--- config.mk ---
export PLATFORM = sky130hd
export DESIGN_NAME = device_table_with_compaction_top
export DESIGN_NICKNAME = d
export VERILOG_FILES = /design/src/hdl/dtc_pkg.sv /design/src/hdl/dtc_mem.sv /design/src/hdl/dtc_out_reg.sv /design/src/hdl/dtc_ctrl.sv /design/src/hdl/device_table_with_compaction_top.sv
export SDC_FILE = /design/constraint.sdc
export NUM_CORES = 2
export LEC_CHECK = 0
export BUFFER_PORTS_ARGS = -buffer_cell sky130_fd_sc_hd__buf_2
export CAP_MARGIN = 20
export CORE_MARGIN = 4
export CORE_UTILIZATION = 50
export CTS_CLUSTER_DIAMETER = 120
export DETAILED_ROUTE_END_ITERATION = 10
export PLACE_DENSITY = 0.64
export SLEW_MARGIN = 20
export SYNTH_ARGS = -nofsm -noshare
export SYNTH_HDL_FRONTEND = slang
export SYNTH_HIERARCHICAL = 1
export SYNTH_SLANG_ARGS = --single-unit
--- constraint.sdc ---
create_clock -name clk_i -period 22.6 [get_ports clk_i]
set_input_delay 3.39 -clock clk_i [delete_from_list [all_inputs] [get_ports clk_i]]
set_output_delay 3.39 -clock clk_i [all_outputs]
set_load 0.005 [all_outputs]
--- src/hdl/dtc_pkg.sv ---
// ----------------------------------------------------------------------------
// dtc_pkg
// Shared types and constants of the device table with compaction.
// ----------------------------------------------------------------------------
package dtc_pkg;

  localparam int MAX_ENTRIES_DEF = 8;

  localparam int OP_W    = 3;
  localparam int ST_W    = 3;
  localparam int IDX_W   = 6;
  localparam int CNT_W   = 7;
  localparam int SHORT_W = 16;
  localparam int LONG_W  = 64;
  localparam int TIME_W  = 32;

  localparam logic [TIME_W-1:0] TIMEOUT_RST = 32'd1000;

  typedef enum logic [OP_W-1:0] {
    OP_ADD    = 3'd0,
    OP_REMOVE = 3'd1,
    OP_READ   = 3'd2,
    OP_FIND   = 3'd3,
    OP_SWEEP  = 3'd4,
    OP_REACT  = 3'd5
  } opcode_e;

  typedef enum logic [ST_W-1:0] {
    ST_ADDED    = 3'd0,
    ST_REACT    = 3'd1,
    ST_DUP      = 3'd2,
    ST_FULL     = 3'd3,
    ST_NOTFOUND = 3'd4,
    ST_OK       = 3'd5,
    ST_MARKED   = 3'd6,
    ST_DONE     = 3'd7
  } status_e;

  typedef struct packed {
    logic [SHORT_W-1:0] short_addr;
    logic [LONG_W-1:0]  long_addr;
    logic               active;
    logic [TIME_W-1:0]  stamp;
  } entry_t;

  typedef struct packed {
    logic [OP_W-1:0]    opcode;
    logic [SHORT_W-1:0] short_addr;
    logic [LONG_W-1:0]  long_addr;
    logic               match_by_short;
    logic [IDX_W-1:0]   entry_index;
    logic [TIME_W-1:0]  now;
  } req_t;

  typedef struct packed {
    logic             we;
    logic [IDX_W-1:0] waddr;
    entry_t           wdata;
    logic             re;
    logic [IDX_W-1:0] raddr;
  } mem_req_t;

  typedef struct packed {
    status_e            status;
    logic [IDX_W-1:0]   result_index;
    logic [SHORT_W-1:0] result_short;
    logic [LONG_W-1:0]  result_long;
    logic               result_active;
    logic [CNT_W-1:0]   entry_count;
    logic               last_of_run;
  } res_t;

endpackage

--- src/hdl/dtc_mem.sv ---
// ----------------------------------------------------------------------------
// dtc_mem
// Entry store: one write port, one read port, registered read data.
// ----------------------------------------------------------------------------
module dtc_mem #(
  parameter int DEPTH = dtc_pkg::MAX_ENTRIES_DEF
) (
  input  logic              clk_i,
  input  dtc_pkg::mem_req_t req_i,
  output dtc_pkg::entry_t   rdata_o
);
  import dtc_pkg::*;

  localparam int AW = (DEPTH > 1) ? $clog2(DEPTH) : 1;

  entry_t mem [DEPTH];
  entry_t rdata_q;

  always_ff @(posedge clk_i) begin
    if (req_i.we) begin
      mem[req_i.waddr[AW-1:0]] <= req_i.wdata;
    end
    if (req_i.re) begin
      rdata_q <= mem[req_i.raddr[AW-1:0]];
    end
  end

  assign rdata_o = rdata_q;

endmodule

--- src/hdl/dtc_out_reg.sv ---
// ----------------------------------------------------------------------------
// dtc_out_reg
// Result holding register between the sequencer and the output stream.
// ----------------------------------------------------------------------------
module dtc_out_reg (
  input  logic          clk_i,
  input  logic          rst_ni,
  input  logic          push_i,
  input  dtc_pkg::res_t data_i,
  input  logic          ready_i,
  output logic          valid_o,
  output dtc_pkg::res_t data_o,
  output logic          free_o
);
  import dtc_pkg::*;

  logic valid_q, valid_d;
  res_t data_q;

  assign free_o  = !valid_q || ready_i;
  assign valid_d = push_i ? 1'b1 : (ready_i ? 1'b0 : valid_q);

  always_ff @(posedge clk_i or negedge rst_ni) begin
    if (!rst_ni) begin
      valid_q <= 1'b0;
    end else begin
      valid_q <= valid_d;
    end
  end

  always_ff @(posedge clk_i) begin
    if (push_i) begin
      data_q <= data_i;
    end
  end

  assign valid_o = valid_q;
  assign data_o  = data_q;

endmodule

--- src/hdl/dtc_ctrl.sv ---
// ----------------------------------------------------------------------------
// dtc_ctrl
// Sequencer: walks the entry store, read-modify-write, compaction on remove.
// ----------------------------------------------------------------------------
module dtc_ctrl #(
  parameter int MAX_ENTRIES = dtc_pkg::MAX_ENTRIES_DEF
) (
  input  logic                             clk_i,
  input  logic                             rst_ni,
  input  logic                             in_valid_i,
  output logic                             in_ready_o,
  input  dtc_pkg::req_t                    in_req_i,
  input  logic                             cfg_valid_i,
  output logic                             cfg_ready_o,
  input  logic [dtc_pkg::TIME_W-1:0]       cfg_data_i,
  output dtc_pkg::mem_req_t                mem_req_o,
  input  dtc_pkg::entry_t                  mem_rdata_i,
  input  logic                             out_free_i,
  output logic                             out_push_o,
  output dtc_pkg::res_t                    out_data_o
);
  import dtc_pkg::*;

  localparam int AW = (MAX_ENTRIES > 1) ? $clog2(MAX_ENTRIES) : 1;
  localparam int CW = $clog2(MAX_ENTRIES + 1);
  localparam logic [CW-1:0] MAX_CNT = CW'(MAX_ENTRIES);

  typedef enum logic [2:0] {
    S_IDLE, S_RD, S_CHK, S_END, S_EMIT, S_SH_RD, S_SH_WR
  } state_e;

  state_e            state_q, ret_q;
  req_t              req_q;
  logic [CW-1:0]     cnt_q, fill_q;
  logic [TIME_W-1:0] timeout_q;
  res_t              res_q;

  logic [CW-1:0]     cnt_inc;
  logic [TIME_W-1:0] idle;
  logic              short_eq, long_eq, hit;
  opcode_e           op, in_op;
  entry_t            shown;

  function automatic res_t entry_res(status_e st, entry_t e, logic [AW-1:0] pos,
                                     logic [CW-1:0] cnt, logic last);
    res_t r;
    r.status        = st;
    r.result_index  = IDX_W'(pos);
    r.result_short  = e.short_addr;
    r.result_long   = e.long_addr;
    r.result_active = e.active;
    r.entry_count   = CNT_W'(cnt);
    r.last_of_run   = last;
    return r;
  endfunction

  function automatic res_t empty_res(status_e st, logic [CW-1:0] cnt);
    res_t r;
    r               = '0;
    r.status        = st;
    r.entry_count   = CNT_W'(cnt);
    r.last_of_run   = 1'b1;
    return r;
  endfunction

  assign op       = opcode_e'(req_q.opcode);
  assign in_op    = opcode_e'(in_req_i.opcode);
  assign cnt_inc  = cnt_q + 1'b1;
  assign idle     = req_q.now - mem_rdata_i.stamp;
  assign short_eq = mem_rdata_i.short_addr == req_q.short_addr;
  assign long_eq  = mem_rdata_i.long_addr == req_q.long_addr;

  assign in_ready_o  = state_q == S_IDLE;
  assign cfg_ready_o = 1'b1;
  assign out_push_o  = (state_q == S_EMIT) && out_free_i;
  assign out_data_o  = res_q;

  always_comb begin
    case (op)
      OP_ADD:   hit = req_q.match_by_short ? short_eq : long_eq;
      OP_FIND:  hit = short_eq;
      OP_REACT: hit = short_eq;
      OP_SWEEP: hit = mem_rdata_i.active && (idle > timeout_q);
      default:  hit = 1'b1;
    endcase
  end

  always_comb begin
    mem_req_o = '0;
    case (state_q)
      S_RD: begin
        mem_req_o.re    = 1'b1;
        mem_req_o.raddr = IDX_W'(cnt_q[AW-1:0]);
      end
      S_CHK: begin
        mem_req_o.waddr = IDX_W'(cnt_q[AW-1:0]);
        mem_req_o.wdata = mem_rdata_i;
        if (hit) begin
          case (op)
            OP_ADD: begin
              if (req_q.match_by_short && !mem_rdata_i.active) begin
                mem_req_o.we           = 1'b1;
                mem_req_o.wdata.active = 1'b1;
                mem_req_o.wdata.stamp  = req_q.now;
              end
            end
            OP_REACT: begin
              mem_req_o.we           = 1'b1;
              mem_req_o.wdata.active = 1'b1;
            end
            OP_SWEEP: begin
              mem_req_o.we           = 1'b1;
              mem_req_o.wdata.active = 1'b0;
            end
            default: ;
          endcase
        end
      end
      S_END: begin
        mem_req_o.waddr            = IDX_W'(fill_q[AW-1:0]);
        mem_req_o.wdata.short_addr = req_q.short_addr;
        mem_req_o.wdata.long_addr  = req_q.long_addr;
        mem_req_o.wdata.active     = 1'b1;
        mem_req_o.wdata.stamp      = req_q.now;
        mem_req_o.we               = (op == OP_ADD) && (fill_q < MAX_CNT);
      end
      S_SH_RD: begin
        mem_req_o.re    = cnt_q < fill_q;
        mem_req_o.raddr = IDX_W'(cnt_inc[AW-1:0]);
      end
      S_SH_WR: begin
        mem_req_o.we    = 1'b1;
        mem_req_o.waddr = IDX_W'(cnt_q[AW-1:0]);
        mem_req_o.wdata = mem_rdata_i;
      end
      default: ;
    endcase
  end

  assign shown = mem_req_o.we ? mem_req_o.wdata : mem_rdata_i;

  always_ff @(posedge clk_i or negedge rst_ni) begin
    if (!rst_ni) begin
      state_q   <= S_IDLE;
      ret_q     <= S_IDLE;
      req_q     <= '0;
      res_q     <= '0;
      cnt_q     <= '0;
      fill_q    <= '0;
      timeout_q <= TIMEOUT_RST;
    end else begin
      if (cfg_valid_i) begin
        timeout_q <= cfg_data_i;
      end
      case (state_q)
        S_IDLE: begin
          if (in_valid_i) begin
            req_q <= in_req_i;
            cnt_q <= '0;
            ret_q <= S_IDLE;
            case (in_op)
              OP_ADD, OP_FIND, OP_REACT, OP_SWEEP: begin
                state_q <= (fill_q == '0) ? S_END : S_RD;
              end
              OP_REMOVE, OP_READ: begin
                if ({1'b0, in_req_i.entry_index} >= CNT_W'(fill_q)) begin
                  res_q   <= empty_res(ST_NOTFOUND, fill_q);
                  state_q <= S_EMIT;
                end else begin
                  cnt_q   <= CW'(in_req_i.entry_index);
                  state_q <= S_RD;
                end
              end
              default: ;
            endcase
          end
        end
        S_RD: begin
          state_q <= S_CHK;
        end
        S_CHK: begin
          case (op)
            OP_REMOVE: begin
              res_q   <= entry_res(ST_OK, mem_rdata_i, cnt_q[AW-1:0], fill_q - 1'b1, 1'b1);
              fill_q  <= fill_q - 1'b1;
              ret_q   <= S_SH_RD;
              state_q <= S_EMIT;
            end
            OP_READ: begin
              res_q   <= entry_res(ST_OK, mem_rdata_i, cnt_q[AW-1:0], fill_q, 1'b1);
              state_q <= S_EMIT;
            end
            OP_SWEEP: begin
              cnt_q <= cnt_inc;
              if (hit) begin
                res_q   <= entry_res(ST_MARKED, mem_rdata_i, cnt_q[AW-1:0], fill_q, 1'b0);
                ret_q   <= (cnt_inc < fill_q) ? S_RD : S_END;
                state_q <= S_EMIT;
              end else begin
                state_q <= (cnt_inc < fill_q) ? S_RD : S_END;
              end
            end
            default: begin
              if (hit) begin
                if (op == OP_ADD) begin
                  res_q <= entry_res(mem_req_o.we ? ST_REACT : ST_DUP, shown,
                                     cnt_q[AW-1:0], fill_q, 1'b1);
                end else begin
                  res_q <= entry_res(ST_OK, shown, cnt_q[AW-1:0], fill_q, 1'b1);
                end
                state_q <= S_EMIT;
              end else if (cnt_inc < fill_q) begin
                cnt_q   <= cnt_inc;
                state_q <= S_RD;
              end else begin
                state_q <= S_END;
              end
            end
          endcase
        end
        S_END: begin
          ret_q   <= S_IDLE;
          state_q <= S_EMIT;
          case (op)
            OP_ADD: begin
              if (fill_q >= MAX_CNT) begin
                res_q <= empty_res(ST_FULL, fill_q);
              end else begin
                res_q  <= entry_res(ST_ADDED, mem_req_o.wdata, fill_q[AW-1:0],
                                    fill_q + 1'b1, 1'b1);
                fill_q <= fill_q + 1'b1;
              end
            end
            OP_SWEEP: res_q <= empty_res(ST_DONE, fill_q);
            default:  res_q <= empty_res(ST_NOTFOUND, fill_q);
          endcase
        end
        S_EMIT: begin
          if (out_free_i) begin
            state_q <= ret_q;
          end
        end
        S_SH_RD: begin
          state_q <= (cnt_q < fill_q) ? S_SH_WR : S_IDLE;
        end
        S_SH_WR: begin
          cnt_q   <= cnt_inc;
          state_q <= S_SH_RD;
        end
        default: state_q <= S_IDLE;
      endcase
    end
  end

endmodule

--- src/hdl/device_table_with_compaction_top.sv ---
// ----------------------------------------------------------------------------
// device_table_with_compaction_top
// Peer device table with duplicate check, compaction and idle sweep.
// ----------------------------------------------------------------------------
// One request is handled at a time. The entries live in a memory with one
// write port and one read port with registered read data, and every entry
// visited is first read, then checked or written back. Add, find and
// reactivate scan the stored entries until one hits; read visits the
// indexed entry; remove visits it and then shifts every entry above it down
// by one; an out-of-range read or remove visits no entry; sweep visits every
// stored entry and reports each one that it marks inactive. Each result beat
// waits until the output register is free. A finished result is held in an
// output register, so the next request is taken while it waits.
module device_table_with_compaction_top #(
  parameter int MAX_ENTRIES = dtc_pkg::MAX_ENTRIES_DEF
) (
  input  logic         clk_i,
  input  logic         rst_ni,
  input  logic         s_axis_tvalid,
  output logic         s_axis_tready,
  // short_addr[15:0], long_addr[79:16], entry_index[85:80], now[117:86], zero
  input  logic [119:0] s_axis_tdata,
  // opcode[2:0], match_by_short[3]
  input  logic [3:0]   s_axis_tuser,
  input  logic         cfg_valid_i,
  output logic         cfg_ready_o,
  input  logic [31:0]  cfg_data_i,
  output logic         m_axis_tvalid,
  input  logic         m_axis_tready,
  // result_index[5:0], result_short[21:6], result_long[85:22],
  // result_active[86], entry_count[93:87], zero
  output logic [95:0]  m_axis_tdata,
  // status[2:0]
  output logic [2:0]   m_axis_tuser,
  output logic         m_axis_tlast
);
  import dtc_pkg::*;

  req_t     req;
  mem_req_t mem_req;
  entry_t   mem_rdata;
  res_t     push_data, out_data;
  logic     out_free, out_push;

  assign req.opcode         = s_axis_tuser[2:0];
  assign req.match_by_short = s_axis_tuser[3];
  assign req.short_addr     = s_axis_tdata[15:0];
  assign req.long_addr      = s_axis_tdata[79:16];
  assign req.entry_index    = s_axis_tdata[85:80];
  assign req.now            = s_axis_tdata[117:86];

  dtc_ctrl #(.MAX_ENTRIES(MAX_ENTRIES)) u_ctrl (
    .clk_i       (clk_i),
    .rst_ni      (rst_ni),
    .in_valid_i  (s_axis_tvalid),
    .in_ready_o  (s_axis_tready),
    .in_req_i    (req),
    .cfg_valid_i (cfg_valid_i),
    .cfg_ready_o (cfg_ready_o),
    .cfg_data_i  (cfg_data_i),
    .mem_req_o   (mem_req),
    .mem_rdata_i (mem_rdata),
    .out_free_i  (out_free),
    .out_push_o  (out_push),
    .out_data_o  (push_data)
  );

  dtc_mem #(.DEPTH(MAX_ENTRIES)) u_mem (
    .clk_i   (clk_i),
    .req_i   (mem_req),
    .rdata_o (mem_rdata)
  );

  dtc_out_reg u_out (
    .clk_i   (clk_i),
    .rst_ni  (rst_ni),
    .push_i  (out_push),
    .data_i  (push_data),
    .ready_i (m_axis_tready),
    .valid_o (m_axis_tvalid),
    .data_o  (out_data),
    .free_o  (out_free)
  );

  assign m_axis_tdata = {2'b00, out_data.entry_count, out_data.result_active,
                         out_data.result_long, out_data.result_short,
                         out_data.result_index};
  assign m_axis_tuser = out_data.status;
  assign m_axis_tlast = out_data.last_of_run;

endmodule

After elaboration in Yosys (flattened, before gate mapping)
Memory sizes are Yosys's and may differ from the RTL's. A register that Yosys moved wholly into a read port is not among the register bits.
Index checks and enable logic that the tools add are counted.
W data, S select, Z words.
{ "totals": {"mem_bits_rw": 904, "ff_bits": 359, "mem_count": 1, "input_bits": 161} }
{ "memory_table": {"columns": ["memory", "depth", "width", "rd", "rd_ports_with_merged_regs", "wr", "line", "rtl"], "rows": [
  ["u_mem.mem", 8, 113, 1, 1, 1, "dtc_mem.sv:16", "entry_t mem [DEPTH];"]
]} }
{ "classes": {"eq_ne": 32, "mux": 52, "n_lt_le_gt_ge": 6, "reduce_logical": 26, "addsub": 4} }
{ "op_table": {"columns": ["op", "count"], "rows": [
  ["$mux W98", 6],
  ["$pmux W98 S3", 2],
  ["$pmux W120 S3", 1],
  ["$pmux W98 S2", 1],
  ["$mux W113", 1],
  ["$mux W97", 1],
  ["$mux W33", 2],
  ["$eq A64 B64 Y1", 1],
  ["$gt A32 B32 Y1", 1],
  ["$mux W32", 1],
  ["$mux W4", 8],
  ["$sub A32 B32 Y32", 1],
  ["$mux W3", 8],
  ["$eq A3 B3 Y1 const B", 7],
  ["$pmux W3 S7", 1],
  ["$eq A3 B2 Y1 const B", 6],
  ["$eq A16 B16 Y1", 1],
  ["$pmux W4 S2", 2],
  ["$pmux W7 S2", 1],
  ["$pmux W3 S2", 2],
  ["$pmux W4 S3", 1],
  ["$ne A2 B1 Y1 const B", 5],
  ["$eq A3 B1 Y1 const B", 3],
  ["$logic_not A3 Y1", 3],
  ["other kinds (29)", 54]
]} }

Depth between registers and ports, before layout
{ "depth": {"depth_word": 11, "depth_mapped": 24, "mapped_depth_nobuf": 23} }

By module
Netlist, hierarchy kept.
{ "modules_own_cells": {"columns": ["mod", "seq_area_each_um2", "instances", "area_each_um2", "cells_per_inst"], "rows": [
  ["dtc_mem", 30539.3, 1, 37733.7, 1432],
  ["dtc_ctrl", 6363.6, 1, 15713.8, 1538],
  ["dtc_out_reg", 2967.8, 1, 2990.4, 101],
  ["device_table_with_compaction_top", 0.0, 1, 18.8, 3]
]} }

Worst setup path after synthesis
No wires, ideal clock.
{ "synth_path": {"path_type": "reg-to-reg", "from": "register u_ctrl/req_q[0] in the netlist's numbering", "to": "memory u_mem/mem[0][0] in the netlist's numbering (enable)", "setup_ns": 0.723, "required_time_ns": 21.877, "slack_ns": 9.881, "n_path_buf": 0, "synth_period_minus_slack_ns": 12.719, "stages_incl_launch_ff": 24, "t_arrival_ns": 11.996, "path_cell_list": "dfrtp_1 > inv_1 > ha_1 > inv_1 > fa_1 > a21o_1 > a221oi_1 > o21ai_0 > a21oi_1 > nor2_1 > or4_1 > a21oi_1 > xnor2_1 > ha_1 > nand4_1 > nor4_1 > a21boi_0 > o31ai_1 > a21o_2 > nand2_4 > a21oi_1 > o21ai_0 > nand2b_1 > nor3_1"} }
{ "synth_lines": {"columns": ["element", "line", "rtl"], "rows": [
  ["start, declared", "dtc_ctrl.sv:33", "req_t req_q;"],
  ["start signal, assigned", "dtc_ctrl.sv:158", "req_q <= in_req_i;"],
  ["end, declared", "dtc_mem.sv:16", null]
]} }

==> reports/metrics.cfg <==
[floorplanning]
die_area_sq_um=118000
die_w_um=344
rows=122
core_area_sq_um=111000
die_height_um=344
io_pins=264
initial_core_util_pct=50.7

[layout]
final_layout_size_suffix_gt1_share_pct=29.5
final_util_pct=57.3
final_nets=3601
syn2layout_area_growth_pct=13.1

[run_status]
outcome=finished, final reports clean

[clock_tree]
root_buffer=clkbuf_16
insertion_delay_ps=750
cts_max_path_buffers=3
cts_setup_buffers=0
holdBufCountCts=0
cts.sinks=1370
cts_tree=yes
ctsResizeCount=0
cts_buffers=143
clkTransAtPathRegs_ps=60
cts_max_level=4

[min_path]
hold_depth=0
hp-class=flip-flop to flip-flop

[power]
combPwrFrac_pct=28.3
p_leak_nw=22.5
powerDensity_nw_per_um2=129
switching_share_pct=31.7
p_switching_w=0.00262
pwr-share-seq_pct=44.2
ir_worst_vdd_mv=0.0901
internal-power_w=0.00562
p_clk_share_pct=27.5

[sta]
maxSlewViolCount=0
relSlewSlack_pct=22.1
finalCritPeriodShare_pct=34.7
setup_viol=0
fin_skew_ps=31.7
hold_violations=0
fin_ws_ps=14760
rsz0062_at_grt=no
worstMarginPinSlew_ps=1170
final.min_clock_period_ps=7840
clock.fmax_mhz=128
setup_tns_ps=0

[critical_path]
endpoint_kind=flip-flop
worstPathArrival_ps=8200
path_class=flip-flop to flip-flop
crit_buf_inv=4
slowest_delay_ps=770
path_max_fanout=40
required_ps=22960
worstSetupPathDepth=23
cpMaxStageDelayCell=buf_4
rr_worst_depth=23
crit_family=compound AO/OA/AOI/OAI gates
path_cells=inv_1, ha_1, inv_1, fa_1, a21o_1, a221oi_1, o31ai_1, a21o_1, o41ai_2, o21a_1, o311ai_1, ha_1, nand4_1, nor4_1, o31ai_1, a21o_2, nand2_4, a21oi_1, o21ai_0, nand2_1, nor3_4, buf_4, buf_4
startpoint_type=flip-flop

[yosys]
syn_inst=3068
syn_area_sq_um=56400
avgSynthCellArea_sq_um=18.4
yosysWarnings=6

[grt]
grt_overflow=0
grt_pass1_wl_um=201000
grt_max_degree=114
track_usage_pct=23.2
first_global_vias=30906
antenna_found_initial=6

[routing]
ant_nets=0
drt-pass1-iter-count=7
route.detailed.drc=0
drt_wl_total_um=136000
wl_per_cell_um=27.4
vias_per_cell=6.03
vias=29981
drtIter0Drc=2821

[flow_run]
cap_violations=0

[place]
pre_cts_ws_ps=14820
dp_hpwl_um=78200
place_congestion=0.839
portBuffers=258

[routing by layer]
layer,global-route usage [%],share of wire (%),vias up
met2,37.0,48,1232
met1,32.5,41,15708
li1,-,-,12841
met3,5.18,8.6,200
met4,6.83,2.6,0
met5,0,0,-
[metrics by stage]
stage	total power [W]	area, sq um	hold WS, ps	std cells
finish	0.00824	63800	438	4971
global route	0.00866	63800	445	4968
CTS	0.00829	63700	438	4967
detailed placement	0.00600	59200	424	4704
global placement	0.00593	59200	429	4704
floorplan	0.00526	56400	417	3074
[power by group through the flow]
stage | Combinational (W) | Sequential [W] | Clock [W]
6_report | 0.00233 | 0.00364 | 0.00227
5_1_grt | 0.00255 | 0.00368 | 0.00243
4_1_cts | 0.00234 | 0.00364 | 0.00232
3_5_place_dp | 0.00232 | 0.00368 | 0
3_3_place_gp | 0.00226 | 0.00367 | 0
2_1_floorplan | 0.00169 | 0.00357 | 0
[registers in the layout (all words and copies together), names as in the netlist]
register	cells
u_ctrl/op	3
u_ctrl/cnt_q	4
u_out/valid_o	1
u_ctrl/req_q	113
u_ctrl/out_data_o	92
u_ctrl/ret_q	3
u_ctrl/state_q	3
u_out/data_o	98
u_ctrl/fill_q	4
u_mem/mem	904
u_mem/rdata_o	113
u_ctrl/timeout_q	32
[placed cells by master, fill, tap and decap left out, types with 73 or more instances in the layout]
cell and n:
xnor2_1 92, inv_1 94, ha_1 77, nand2_1 85
mux2_2 164, a221o_1 76, a22o_1 83, buf_2 257
mux2_4 73, mux4_2 226, edfxtp_1 1115, nor2b_1 83
dfrtp_1 249, clkbuf_16 146
[cell type report]
type	instances	area, sq um
well taps	1488	1860
inverters	94	353
flip-flops and latches	1370	39900
diodes	3	7.51
clock inverters	63	559
repair buffers	310	1750
fillers	8294	47500
multi-input cells	1443	15400
clock buffers	200	4020
[path summary, 6_finish.rpt]
| check | startpoint | end | slack [ps] |
|---|---|---|---|
| setup / recovery | u_ctrl/req_q[0]$_DFFE_PN0P_ | u_mem/mem[4][57]$_DFFE_PP_ | 14760 |
| hold / removal | u_ctrl/out_data_o[66]$_DFFE_PN0P_ | u_out/data_o[66]$_DFFE_PP_ | 440 |
| setup reg to reg | u_ctrl/req_q[0]$_DFFE_PN0P_ | u_mem/mem[4][57]$_DFFE_PP_ | 14760 |
| hold reg to reg | u_ctrl/out_data_o[66]$_DFFE_PN0P_ | u_out/data_o[66]$_DFFE_PP_ | 440 |
| max in group asynchronous | rst_ni | u_ctrl/req_q[96]$_DFFE_PN0P_ | 18410 |
| min in group asynchronous | rst_ni | u_ctrl/req_q[29]$_DFFE_PN0P_ | 2640 |
Note: power is estimated with default switching activity, not from simulation.
